==> config.mk <==
export PLATFORM = sky130hd
export DESIGN_NAME = page_table_translate_replace_top_flat
export DESIGN_NICKNAME = d
export VERILOG_FILES = /design/src/rtl/ptr_pkg.sv /design/src/rtl/ptr_channels.sv /design/src/rtl/page_table_translate_replace_top.sv /design/src/flat_wrapper.sv
export SDC_FILE = /design/constraint.sdc
export NUM_CORES = 2
export LEC_CHECK = 0
export BUFFER_PORTS_ARGS = -buffer_cell sky130_fd_sc_hd__clkbuf_2
export CAP_MARGIN = 20
export CORE_MARGIN = 2
export CORE_UTILIZATION = 50
export CTS_CLUSTER_DIAMETER = 80
export DETAILED_ROUTE_END_ITERATION = 10
export PLACE_DENSITY_LB_ADDON = 0.08
export SLEW_MARGIN = 20
export SYNTH_ARGS = -nofsm -noshare
export SYNTH_HDL_FRONTEND = slang
export SYNTH_SLANG_ARGS = --single-unit
==> constraint.sdc <==
create_clock -name clk -period 16.9 [get_ports clk]
set_clock_uncertainty 0.2 [all_clocks]
set_input_delay 3.38 -clock clk [delete_from_list [all_inputs] [get_ports clk]]
set_output_delay 3.38 -clock clk [all_outputs]
set_load 0.005 [all_outputs]
==> src/rtl/ptr_pkg.sv <==
// Shared types and constants of the page table translation block.
// Used by the channel interfaces and by the top level; no dependencies.
package ptr_pkg;

  // Default sizes handed to the top level as parameter defaults.
  localparam int MAX_FRAMES_DEF = 64;
  localparam int ADDR_BITS_DEF  = 32;

  // Fixed field widths.
  localparam int PS_W  = 17;  // page size register
  localparam int FC_W  = 7;   // frame count write field
  localparam int PA_W  = 22;  // physical address
  localparam int CFG_W = 17;  // configuration write data
  localparam int CFG_IDX_W = 2;

  // Register reset values and the page size limit.
  localparam int PS_RESET = 1024;
  localparam int FC_RESET = 64;
  localparam int PS_MAX   = 65536;

  // Register indices of the configuration port.
  localparam logic [CFG_IDX_W-1:0] CFG_PAGE_SIZE   = 2'd0;
  localparam logic [CFG_IDX_W-1:0] CFG_FRAME_COUNT = 2'd1;
  localparam logic [CFG_IDX_W-1:0] CFG_MODE        = 2'd2;

  // Replacement modes.
  localparam logic MODE_LRU  = 1'b0;
  localparam logic MODE_FIFO = 1'b1;

  // Sequencer states.
  typedef enum logic [3:0] {
    ST_IDLE,
    ST_DIV,
    ST_RD,
    ST_CMP,
    ST_MISS,
    ST_SH_RD,
    ST_SH_WR,
    ST_MUL,
    ST_OUT
  } ptr_state_t;

endpackage

==> src/rtl/ptr_channels.sv <==
// Valid/ready channel interfaces for the address word and the result word.
// Depends on ptr_pkg for widths.
interface ptr_in_if #(
  parameter int ADDR_BITS = ptr_pkg::ADDR_BITS_DEF
);
  logic                 valid;
  logic                 ready;
  logic [ADDR_BITS-1:0] virtual_address;

  modport source (output valid, output virtual_address, input ready);
  modport sink   (input valid, input virtual_address, output ready);
endinterface

interface ptr_out_if;
  logic                      valid;
  logic                      ready;
  logic                      page_fault;
  logic [ptr_pkg::PA_W-1:0]  physical_address;

  modport source (output valid, output page_fault, output physical_address, input ready);
  modport sink   (input valid, input page_fault, input physical_address, output ready);
endinterface

==> src/rtl/page_table_translate_replace_top.sv <==
// Page table translation with LRU or FIFO replacement, one sequencer and one table memory.
// Depends on ptr_pkg and the channel interfaces in ptr_channels.sv.
//
// Each address word is split into page and offset by a restoring divider that resolves one
// quotient bit a cycle. The table lives in a single memory with one read and one write
// port; the search reads one entry at a time (ST_RD, then ST_CMP) and stops at the first
// match, and a move (LRU hit or eviction when full) copies one entry at a time through
// ST_SH_RD and ST_SH_WR. A word passes from acceptance through the divide, the search, any
// move and ST_MUL (skipped on a fault) to ST_OUT, and returns to idle before the next word
// is taken. Input is refused while a word is in progress; a finished result waits in the
// output register while the next word is accepted.
// The table is cleared by a fill count, so reset and configuration writes take effect at once.
module page_table_translate_replace_top #(
  parameter int MAX_FRAMES = ptr_pkg::MAX_FRAMES_DEF,
  parameter int ADDR_BITS  = ptr_pkg::ADDR_BITS_DEF
) (
  input  logic                          clk,
  input  logic                          rst_n,
  ptr_in_if.sink                        in_chan,
  ptr_out_if.source                     out_chan,
  input  logic                          cfg_we,
  input  logic [ptr_pkg::CFG_IDX_W-1:0] cfg_index,
  input  logic [ptr_pkg::CFG_W-1:0]     cfg_data
);

  localparam int IDX_W   = $clog2(MAX_FRAMES);
  localparam int CNT_W   = $clog2(MAX_FRAMES + 1);
  localparam int ENT_W   = ADDR_BITS + IDX_W;
  localparam int REM_W   = ptr_pkg::PS_W + 1;
  localparam int DCNT_W  = $clog2(ADDR_BITS);
  localparam int PROD_W  = IDX_W + ptr_pkg::PS_W;
  localparam int N_RESET = (ptr_pkg::FC_RESET > MAX_FRAMES) ? MAX_FRAMES : ptr_pkg::FC_RESET;

  // Configuration, held as effective values.
  logic [ptr_pkg::PS_W-1:0] ps_r;
  logic [CNT_W-1:0]         n_r;
  logic                     mode_r;
  logic                     cfg_hit;

  // Sequencer state.
  ptr_pkg::ptr_state_t      state_r, state_nxt;
  logic [DCNT_W-1:0]        cnt_r, cnt_nxt;
  logic [ADDR_BITS-1:0]     div_r, div_nxt;
  logic [REM_W-1:0]         rem_r, rem_nxt;
  logic [IDX_W-1:0]         ptr_r, ptr_nxt;
  logic [IDX_W-1:0]         end_r, end_nxt;
  logic [IDX_W-1:0]         frame_r, frame_nxt;
  logic [IDX_W-1:0]         frame0_r, frame0_nxt;
  logic                     fault_r, fault_nxt;
  logic [PROD_W-1:0]        prod_r, prod_nxt;
  logic [CNT_W-1:0]         fill_r, fill_nxt;

  // Output register.
  logic                     out_valid_r, out_valid_nxt;
  logic                     out_fault_r, out_fault_nxt;
  logic [ptr_pkg::PA_W-1:0] out_pa_r, out_pa_nxt;

  // Table memory.
  logic [ENT_W-1:0]         mem [MAX_FRAMES];
  logic [ENT_W-1:0]         rdata_r;
  logic                     mem_we;
  logic [IDX_W-1:0]         wr_addr;
  logic [ENT_W-1:0]         wr_data;
  logic [IDX_W-1:0]         rd_addr;

  // Divider step and table helpers.
  logic [REM_W-1:0]         trial;
  logic                     trial_ge;
  logic [ADDR_BITS-1:0]     rd_page;
  logic [IDX_W-1:0]         rd_frame;
  logic [IDX_W-1:0]         last_idx;
  logic [PROD_W:0]          pa_sum;

  assign cfg_hit  = cfg_we && (cfg_index == ptr_pkg::CFG_PAGE_SIZE ||
                               cfg_index == ptr_pkg::CFG_FRAME_COUNT ||
                               cfg_index == ptr_pkg::CFG_MODE);
  assign trial    = {rem_r[REM_W-2:0], div_r[ADDR_BITS-1]};
  assign trial_ge = trial >= REM_W'(ps_r);
  assign rd_page  = rdata_r[ENT_W-1:IDX_W];
  assign rd_frame = rdata_r[IDX_W-1:0];
  assign last_idx = IDX_W'(fill_r - 1'b1);
  assign pa_sum   = (PROD_W + 1)'(prod_r) + (PROD_W + 1)'(rem_r);

  assign in_chan.ready             = (state_r == ptr_pkg::ST_IDLE);
  assign out_chan.valid            = out_valid_r;
  assign out_chan.page_fault       = out_fault_r;
  assign out_chan.physical_address = out_pa_r;

  // Config registers; out-of-range values fold to their limits; frame count uses low 7 bits.
  always_ff @(posedge clk) begin
    if (!rst_n) begin
      ps_r   <= ptr_pkg::PS_W'(ptr_pkg::PS_RESET);
      n_r    <= CNT_W'(N_RESET);
      mode_r <= ptr_pkg::MODE_LRU;
    end else if (cfg_we) begin
      unique case (cfg_index)
        ptr_pkg::CFG_PAGE_SIZE: begin
          if (cfg_data == '0) begin
            ps_r <= ptr_pkg::PS_W'(1);
          end else if (cfg_data > ptr_pkg::CFG_W'(ptr_pkg::PS_MAX)) begin
            ps_r <= ptr_pkg::PS_W'(ptr_pkg::PS_MAX);
          end else begin
            ps_r <= cfg_data[ptr_pkg::PS_W-1:0];
          end
        end
        ptr_pkg::CFG_FRAME_COUNT: begin
          if (cfg_data[ptr_pkg::FC_W-1:0] == '0) begin
            n_r <= CNT_W'(1);
          end else if (int'(cfg_data[ptr_pkg::FC_W-1:0]) > MAX_FRAMES) begin
            n_r <= CNT_W'(MAX_FRAMES);
          end else begin
            n_r <= CNT_W'(cfg_data[ptr_pkg::FC_W-1:0]);
          end
        end
        ptr_pkg::CFG_MODE: begin
          mode_r <= cfg_data[0];
        end
        default: begin
        end
      endcase
    end
  end

  // State and control registers.
  always_ff @(posedge clk) begin
    if (!rst_n) begin
      state_r     <= ptr_pkg::ST_IDLE;
      fill_r      <= '0;
      out_valid_r <= 1'b0;
    end else begin
      state_r     <= state_nxt;
      fill_r      <= fill_nxt;
      out_valid_r <= out_valid_nxt;
    end
  end

  // Datapath registers, no reset needed.
  always_ff @(posedge clk) begin
    cnt_r       <= cnt_nxt;
    div_r       <= div_nxt;
    rem_r       <= rem_nxt;
    ptr_r       <= ptr_nxt;
    end_r       <= end_nxt;
    frame_r     <= frame_nxt;
    frame0_r    <= frame0_nxt;
    fault_r     <= fault_nxt;
    prod_r      <= prod_nxt;
    out_fault_r <= out_fault_nxt;
    out_pa_r    <= out_pa_nxt;
  end

  // Table memory with registered read data.
  always_ff @(posedge clk) begin
    if (mem_we) begin
      mem[wr_addr] <= wr_data;
    end
    rdata_r <= mem[rd_addr];
  end

  // Sequencer: divide, search, update the table, then form the result word.
  always_comb begin
    state_nxt     = state_r;
    cnt_nxt       = cnt_r;
    div_nxt       = div_r;
    rem_nxt       = rem_r;
    ptr_nxt       = ptr_r;
    end_nxt       = end_r;
    frame_nxt     = frame_r;
    frame0_nxt    = frame0_r;
    fault_nxt     = fault_r;
    prod_nxt      = prod_r;
    fill_nxt      = fill_r;
    out_valid_nxt = out_valid_r && !out_chan.ready;
    out_fault_nxt = out_fault_r;
    out_pa_nxt    = out_pa_r;
    mem_we        = 1'b0;
    wr_addr       = ptr_r;
    wr_data       = rdata_r;
    rd_addr       = ptr_r;

    unique case (state_r)
      ptr_pkg::ST_IDLE: begin
        if (in_chan.valid) begin
          div_nxt   = in_chan.virtual_address;
          rem_nxt   = '0;
          cnt_nxt   = DCNT_W'(ADDR_BITS - 1);
          ptr_nxt   = '0;
          state_nxt = ptr_pkg::ST_DIV;
        end
      end
      ptr_pkg::ST_DIV: begin
        // One quotient bit per cycle; the quotient replaces the dividend bits.
        rem_nxt = trial_ge ? (trial - REM_W'(ps_r)) : trial;
        div_nxt = {div_r[ADDR_BITS-2:0], trial_ge};
        cnt_nxt = cnt_r - 1'b1;
        if (cnt_r == '0) begin
          state_nxt = (fill_r == '0) ? ptr_pkg::ST_MISS : ptr_pkg::ST_RD;
        end
      end
      ptr_pkg::ST_RD: begin
        rd_addr   = ptr_r;
        state_nxt = ptr_pkg::ST_CMP;
      end
      ptr_pkg::ST_CMP: begin
        if (ptr_r == '0) begin
          frame0_nxt = rd_frame;
        end
        if (rd_page == div_r) begin
          frame_nxt = rd_frame;
          fault_nxt = 1'b0;
          if (mode_r == ptr_pkg::MODE_LRU) begin
            end_nxt   = last_idx;
            state_nxt = ptr_pkg::ST_SH_RD;
          end else begin
            state_nxt = ptr_pkg::ST_MUL;
          end
        end else if (ptr_r == last_idx) begin
          state_nxt = ptr_pkg::ST_MISS;
        end else begin
          ptr_nxt   = IDX_W'(ptr_r + 1'b1);
          state_nxt = ptr_pkg::ST_RD;
        end
      end
      ptr_pkg::ST_MISS: begin
        fault_nxt = 1'b1;
        if (fill_r == n_r) begin
          // Full: evict the front entry and reuse its frame at the back.
          ptr_nxt   = '0;
          end_nxt   = last_idx;
          frame_nxt = frame0_r;
          state_nxt = ptr_pkg::ST_SH_RD;
        end else begin
          // Free entry: take it with its own frame.
          mem_we    = 1'b1;
          wr_addr   = IDX_W'(fill_r);
          wr_data   = {div_r, IDX_W'(fill_r)};
          fill_nxt  = fill_r + 1'b1;
          state_nxt = ptr_pkg::ST_OUT;
        end
      end
      ptr_pkg::ST_SH_RD: begin
        if (ptr_r == end_r) begin
          mem_we    = 1'b1;
          wr_addr   = ptr_r;
          wr_data   = {div_r, frame_r};
          state_nxt = fault_r ? ptr_pkg::ST_OUT : ptr_pkg::ST_MUL;
        end else begin
          rd_addr   = IDX_W'(ptr_r + 1'b1);
          state_nxt = ptr_pkg::ST_SH_WR;
        end
      end
      ptr_pkg::ST_SH_WR: begin
        mem_we    = 1'b1;
        wr_addr   = ptr_r;
        wr_data   = rdata_r;
        ptr_nxt   = IDX_W'(ptr_r + 1'b1);
        state_nxt = ptr_pkg::ST_SH_RD;
      end
      ptr_pkg::ST_MUL: begin
        prod_nxt  = PROD_W'(frame_r) * PROD_W'(ps_r);
        state_nxt = ptr_pkg::ST_OUT;
      end
      ptr_pkg::ST_OUT: begin
        // Load the output word once the previous one has been taken.
        if (!out_valid_r || out_chan.ready) begin
          out_valid_nxt = 1'b1;
          out_fault_nxt = fault_r;
          out_pa_nxt    = fault_r ? '0 : ptr_pkg::PA_W'(pa_sum);
          state_nxt     = ptr_pkg::ST_IDLE;
        end
      end
      default: begin
        state_nxt = ptr_pkg::ST_IDLE;
      end
    endcase

    // A configuration write to one of the three registers empties the table.
    if (cfg_hit) begin
      fill_nxt = '0;
    end
  end

  // The filled region never grows past the number of entries in use.
  a_fill_bound: assert property (@(posedge clk) disable iff (!rst_n)
    fill_r <= n_r)
    else $error("table fill count exceeds frame count");

  // An accepted word always starts the divider.
  a_accept_div: assert property (@(posedge clk) disable iff (!rst_n)
    (in_chan.valid && in_chan.ready) |=> (state_r == ptr_pkg::ST_DIV))
    else $error("accepted word did not start the divide");

  // Searches only read entries inside the filled region.
  a_search_range: assert property (@(posedge clk) disable iff (!rst_n)
    (state_r == ptr_pkg::ST_RD || state_r == ptr_pkg::ST_CMP) |-> (CNT_W'(ptr_r) < fill_r))
    else $error("search pointer outside filled entries");

  // A new result word appears only from the output state.
  a_out_load: assert property (@(posedge clk) disable iff (!rst_n)
    $rose(out_valid_r) |-> $past(state_r == ptr_pkg::ST_OUT))
    else $error("result word loaded outside output state");

  // The table is never written while idle.
  a_idle_nowrite: assert property (@(posedge clk) disable iff (!rst_n)
    (state_r == ptr_pkg::ST_IDLE) |-> !mem_we)
    else $error("table written while idle");

endmodule
==> src/flat_wrapper.sv <==
// flat-port wrapper written by rule: the top's interface ports become plain ports
module page_table_translate_replace_top_flat 
#(
  parameter int MAX_FRAMES = ptr_pkg::MAX_FRAMES_DEF,
  parameter int ADDR_BITS  = ptr_pkg::ADDR_BITS_DEF
)
  (clk, rst_n, cfg_we, cfg_index, cfg_data, in_chan_valid, in_chan_virtual_address, in_chan_ready, out_chan_valid, out_chan_page_fault, out_chan_physical_address, out_chan_ready);
  ptr_in_if #(.ADDR_BITS(ADDR_BITS)) in_chan_i ();
  ptr_out_if out_chan_i ();
  input  logic clk;
  input  logic rst_n;
  input  logic cfg_we;
  input  logic [ptr_pkg::CFG_IDX_W-1:0] cfg_index;
  input  logic [ptr_pkg::CFG_W-1:0] cfg_data;
  input wire logic [$bits(in_chan_i.valid)-1:0] in_chan_valid;
  input wire logic [$bits(in_chan_i.virtual_address)-1:0] in_chan_virtual_address;
  output wire logic [$bits(in_chan_i.ready)-1:0] in_chan_ready;
  output wire logic [$bits(out_chan_i.valid)-1:0] out_chan_valid;
  output wire logic [$bits(out_chan_i.page_fault)-1:0] out_chan_page_fault;
  output wire logic [$bits(out_chan_i.physical_address)-1:0] out_chan_physical_address;
  input wire logic [$bits(out_chan_i.ready)-1:0] out_chan_ready;
  assign in_chan_i.valid = in_chan_valid;
  assign in_chan_i.virtual_address = in_chan_virtual_address;
  assign in_chan_ready = in_chan_i.ready;
  assign out_chan_valid = out_chan_i.valid;
  assign out_chan_page_fault = out_chan_i.page_fault;
  assign out_chan_physical_address = out_chan_i.physical_address;
  assign out_chan_i.ready = out_chan_ready;
  page_table_translate_replace_top #(.MAX_FRAMES(MAX_FRAMES), .ADDR_BITS(ADDR_BITS)) u_core (.clk(clk), .rst_n(rst_n), .in_chan(in_chan_i), .out_chan(out_chan_i), .cfg_we(cfg_we), .cfg_index(cfg_index), .cfg_data(cfg_data));
endmodule
---- After elaboration in Yosys (flattened, before gate mapping) ----
Memories as Yosys holds them, arrays and structs flattened. A register that Yosys moved wholly into a read port is not among the register bits.
Cells that the tools add are included.
storage, ports and cells
  bits in registers ....................... 162
  bits in writable memories ............... 2432
  input port bits ......................... 56
  output and inout bits ................... 25
  word-level logic and storage cells ...... 132
  memories ................................ 1
memory list
  name        words  width  rd ports  clocked after memory_dff  write ports  line                                    RTL
  u_core.mem  64     38     1         1                         1            page_table_translate_replace_top.sv:59  logic [ENT_W-1:0] mem [MAX_FRAMES];
operators by class
  add/subtract/negate cells ............... 6
  $mul .................................... 1
  $lt $le $gt $ge ......................... 3
  equality and inequality tests ........... 22
  multiplexer cells ....................... 50
  bitwise logic cells ..................... 2
  reduce and logical (&&, ||, !) cells .... 30
operator list
  kind                                            count
  2-to-1 mux 6 bit                                13
  2-to-1 mux 38 bit                               2
  case mux 38 bit (2 select lines)                1
  case mux 32 bit (2 select lines)                1
  2-to-1 mux 18 bit                               2
  case mux 18 bit (2 select lines)                1
  case mux 4 bit (9 select lines)                 1
  2-to-1 mux 17 bit                               2
  == test 32 bit                                  1
  2-to-1 mux 32 bit                               1
  2-to-1 mux 4 bit                                7
  case mux 6 bit (2 select lines)                 2
  case mux 6 bit (4 select lines)                 1
  adder 22 x 18 -> 22 bit                         1
  multiplier 6 x 17 -> 22 bit                     1
  >= comparator 18 x 17 -> 1 bit                  1
  subtractor 18 x 17 -> 18 bit                    1
  > comparator 17 bit (second input constant)     1
  logical NOT 17 bit                              1
  == test 4 x 3 -> 1 bit (second input constant)  4
  AND reduction 2 bit                             8
  logical NOT 7 bit                               2
  2-to-1 mux 7 bit                                2
  == test 6 bit                                   2
  34 further kinds                                55

---- Logic depth before layout (Yosys ltp) ----
  depth after elaboration ................. 5
  mapped depth ............................ 18
  depth with buffers taken out ............ 17

---- Worst setup path before layout ----
Ideal clock, no wire load.
  path type ............................... reg-to-reg
  start ................................... reg u_core.ptr_r[1]
  end ..................................... mem u_core.mem[0][34] (netlist bit) (data pin)
  arrival ................................. 4.526 ns
  required time ........................... 15.999 ns
  slack ................................... 11.472 ns
  stages on the path, launching flop included .. 8
  buffers on the path ..................... 2
  clock period less this slack ............ 5.428 ns
  path through ............................ edfxtp_1 buf_2 xnor2_1 nand2_1 nor3_1 nor2_1 clkbuf_1 o21ai_0
on the way
  cells in the longest elaborated chain, start to end .. 3
RTL lines
  what                              line                                     RTL
  from (decl)                       page_table_translate_replace_top.sv:45   logic [IDX_W-1:0] ptr_r, ptr_nxt;
  from (signal assigned)            page_table_translate_replace_top.sv:142  ptr_r <= ptr_nxt;
  == test 6 bit                     page_table_translate_replace_top.sv:242  if (ptr_r == end_r) begin
  2-to-1 mux 38 bit                 page_table_translate_replace_top.sv:242
  case mux 38 bit (2 select lines)  page_table_translate_replace_top.sv:181  unique case (state_r)
  named net u_core.wr_data[34]      page_table_translate_replace_top.sv:63   logic [ENT_W-1:0] wr_data;
  to (decl)                         page_table_translate_replace_top.sv:59
The timed path passes the listed nets, and every way through them passes these cells.

---- Worst setup path after layout ----
  start ................................... reg u_core.state_r[0]
  end ..................................... reg u_core.rdata_r[13] (read register of u_core.mem)
on the way
  cells in the longest elaborated chain, start to end .. 2
RTL lines
  what                    line                                     RTL
  from (decl)             page_table_translate_replace_top.sv:41   ptr_pkg::ptr_state_t state_r, state_nxt;
  from (signal assigned)  page_table_translate_replace_top.sv:127  state_r <= ptr_pkg::ST_IDLE;
  from (signal assigned)  page_table_translate_replace_top.sv:131  state_r <= state_nxt;
  == test 4 x 3 -> 1 bit  page_table_translate_replace_top.sv:181
  2-to-1 mux 6 bit        page_table_translate_replace_top.sv:181
  to (decl)               page_table_translate_replace_top.sv:60   logic [ENT_W-1:0] rdata_r;
Every way passes these cells.
A chain may end at the register's enable or synchronous reset.

==> metrics.cfg <==
[status]
outcome = completed

[timing]
period_share_pct = 38.5
maxSlewViolCount = 0
timing.setup.tns_ns = 0
relSlewSlack_pct = 12.5
worstMarginPinSlew_ns = 1.30
hold_viol_final = 0
finalSetupViolCount = 0
fmax_ghz = 0.154
rsz0062_at_grt = no
fin_crit_ns = 6.51

[worst_setup_path]
criticalPathCategory = flip-flop to flip-flop
cp_common_cell = buf_4
cp.depth = 10
cp_cell_sequence = nand4bb_1 > a221oi_1 > nand2_4 > buf_4 > nor2_4 > buf_4 > nand3_1 > o2111ai_1 > nor4b_1 > o221ai_1
endpoint_kind = flip-flop
timing.rr.end = u_core.rdata_r[13]
critPathArrivalTime_ns = 7.06
cp_max_fo = 34
worst_path_max_delay_cell = nor2_4
r2r_start = u_core.state_r[0]
rrSetupSlack_ns = 10.39
cp_top_family = simple AND/OR/NAND/NOR gates
reg2reg_depth = 10
cp.required_ns = 17.45
crit_start = u_core.state_r[0]
cp-endpoint = u_core.rdata_r[13]
slowest_delay_ns = 0.93
worstSetupStartpointType = flip-flop
path_buf_inv = 2

[min_path]
worstHoldPathType = flip-flop to flip-flop

[synth]
synthCells = 7730
syn_area_per_cell_um2 = 14.0
yosys_warnings = 0
synth_edf_count = 2557
ys_ff_latch = 2632
synth_ff_type = edfxtp_1
seq_area_frac_synth_pct = 72.2
synth_area_mm2 = 0.108
syn_nets = 7918
synthDistinctLibCells = 85
async_flop_share_pct = 0

[drt]
routed_wl_um = 349000
first_iter_violations = 9800
vias = 69600
avgViaCountPerCell = 6.38
wl_per_cell_um = 32.0
dr.pass1.iters = 8
post-route-drc-count = 0
ant_nets = 0

[finish]
drive_gt1_share_pct = 11.2
num-fill-cells = 17000
finish.utilization_pct = 56.7
layout.nets = 8043
syn2layout_area_growth_pct = 12.4

[global_routing]
grt_max_degree = 156
use_met3_pct = 6.48
antenna_found_initial = 18
grt_overflow_total = 0
track_usage_pct = 31.1
grt_busiest_layer = met2
use_met1_pct = 45.3
groute.layer.met2.usage_pct = 47.1
grt_pass1_vias = 65000
grt_pass1_wl_um = 491000

[floorplanning]
die_h_um = 470
dieWidth_um = 470
num_rows = 170
start_util_pct = 50.4
dieArea_mm2 = 0.220
core_region_area_mm2 = 0.215
io_pins = 81

[placement]
post-dp-hpwl_um = 191000
io_buffers = 80
gp_congestion = 0.869

[clock_network]
cts_tree = built
insertion_delay_ns = 0.95
post_cts_buffers = 0
clk_pin_slew_ns = 0.06
clock_sinks = 2632
ctsResizeCount = 0
cts-root-buf = clkbuf_16
clk_path_buf_depth = 4
hold_buffers = 0
cts_buffers = 297
cts_max_level = 5

[power]
leakage_nw = 41.2
ir_drop_uv = 134
power_density_mw_per_mm2 = 159

[job]
drv_cap = 0

-- routing by layer --
layer / vias up / share of wire [%]
met5: - / 0.019
met4: 10 / 3.1
met1: 35600 / 41
li1: 29500 / -
met3: 609 / 11
met2: 3931 / 45
-- registers in the layout, indices dropped and copies added, names as in the netlist, 7 cells and up --
name,count
u_core.mem,2432
u_core.out_chan.physical_address,22
u_core.rem_r,18
u_core.rdata_r,38
u_core.ps_r,17
u_core.div_r,32
u_core.n_r,7
u_core.prod_r,22
u_core.fill_r,7
-- cell usage in the layout (no fill, tap or decap), drive strengths merged, types with 70 or more instances in the layout --
cell type	instances
a21oi	580
a221oi	135
a22oi	90
a31oi	76
and2	98
buf	214
clkbuf	459
clkinv	97
dfxtp	75
edfxtp	2557
ha	70
inv	139
mux2i	349
nand2	1353
nand3	285
nor2	239
o21ai	293
o22ai	98
-- cell usage after synthesis, types with 134 or more instances --
library cell  count  share of area, %
a221oi_1        135               1.1
nand3_1         284               1.3
edfxtp_1       2557                71
clkbuf_1        197              0.68
inv_1           134              0.46
nor2_1          233              0.81
buf_2           167              0.77
mux2i_1         347               3.2
o21ai_0         279               1.3
a21oi_1         580               2.7
nand2_1        1350               4.7
-- where the power goes --
part           total, mW  leakage [nW]  switching [mW]  internal, mW
combinational       4.68          13.0            3.52          1.16
sequential          8.58          23.7           0.262          8.32
clock               6.06          4.41            2.53          3.53
total               19.3          41.2            6.31          13.0
-- final cells by class --
class                      instances  area (µm²)  area share [%]
sequential                      2632       78300            64.3
multi-input combinational       4496       28400            23.3
clock buffer                     379        8060            6.62
tap                             2838        3550            2.91
timing repair buffer             294        2110            1.74
clock inverter                   117         875           0.718
inverter                         134         503           0.413
antenna                            8        20.0          0.0164
-- per-stage QoR --
| stage | power, mW | hold WS (ns) | area [µm²] | cells | setup WS, ns |
|---|---|---|---|---|---|
| after floorplan | 11.4 | 0.226 | 108000 | 7730 | 11.47 |
| after global placement | 13.2 | 0.286 | 113000 | 10400 | 10.27 |
| after detailed placement | 13.3 | 0.287 | 113000 | 10400 | 10.56 |
| after CTS | 19.3 | 0.302 | 122000 | 10900 | 10.56 |
| after global routing | 19.9 | 0.330 | 122000 | 10900 | 10.22 |
| final | 19.3 | 0.289 | 122000 | 10900 | 10.39 |
-- how the worst min path moves through the flow --
stage | from | cells past startpoint | slack, ns | end
after detailed placement | u_core.rdata_r[2] | 0 | 0.29 | u_core.frame0_r[2]
after global routing | u_core.rdata_r[2] | 0 | 0.33 | u_core.frame0_r[2]
after floorplan | u_core.rdata_r[1] | 0 | 0.23 | u_core.frame0_r[1]
after global placement | u_core.rdata_r[2] | 0 | 0.29 | u_core.frame0_r[2]
after CTS | u_core.rdata_r[2] | 0 | 0.30 | u_core.frame0_r[2]
final | u_core.rdata_r[2] | 0 | 0.29 | u_core.frame0_r[2]
-- kinds of logic after synthesis --
logic type,after synthesis,synth area share [%]
AND/OR/NAND/NOR,2277,9.25
XOR/XNOR,111,0.904
flip-flops,2632,72.2
buffers and inverters,602,2.59
multiplexers,376,3.71
adder cells (fa/ha/maj),133,1.96
AO/OA/AOI/OAI,1599,9.33
No activity file was read; power rests on OpenSTA's default activity.
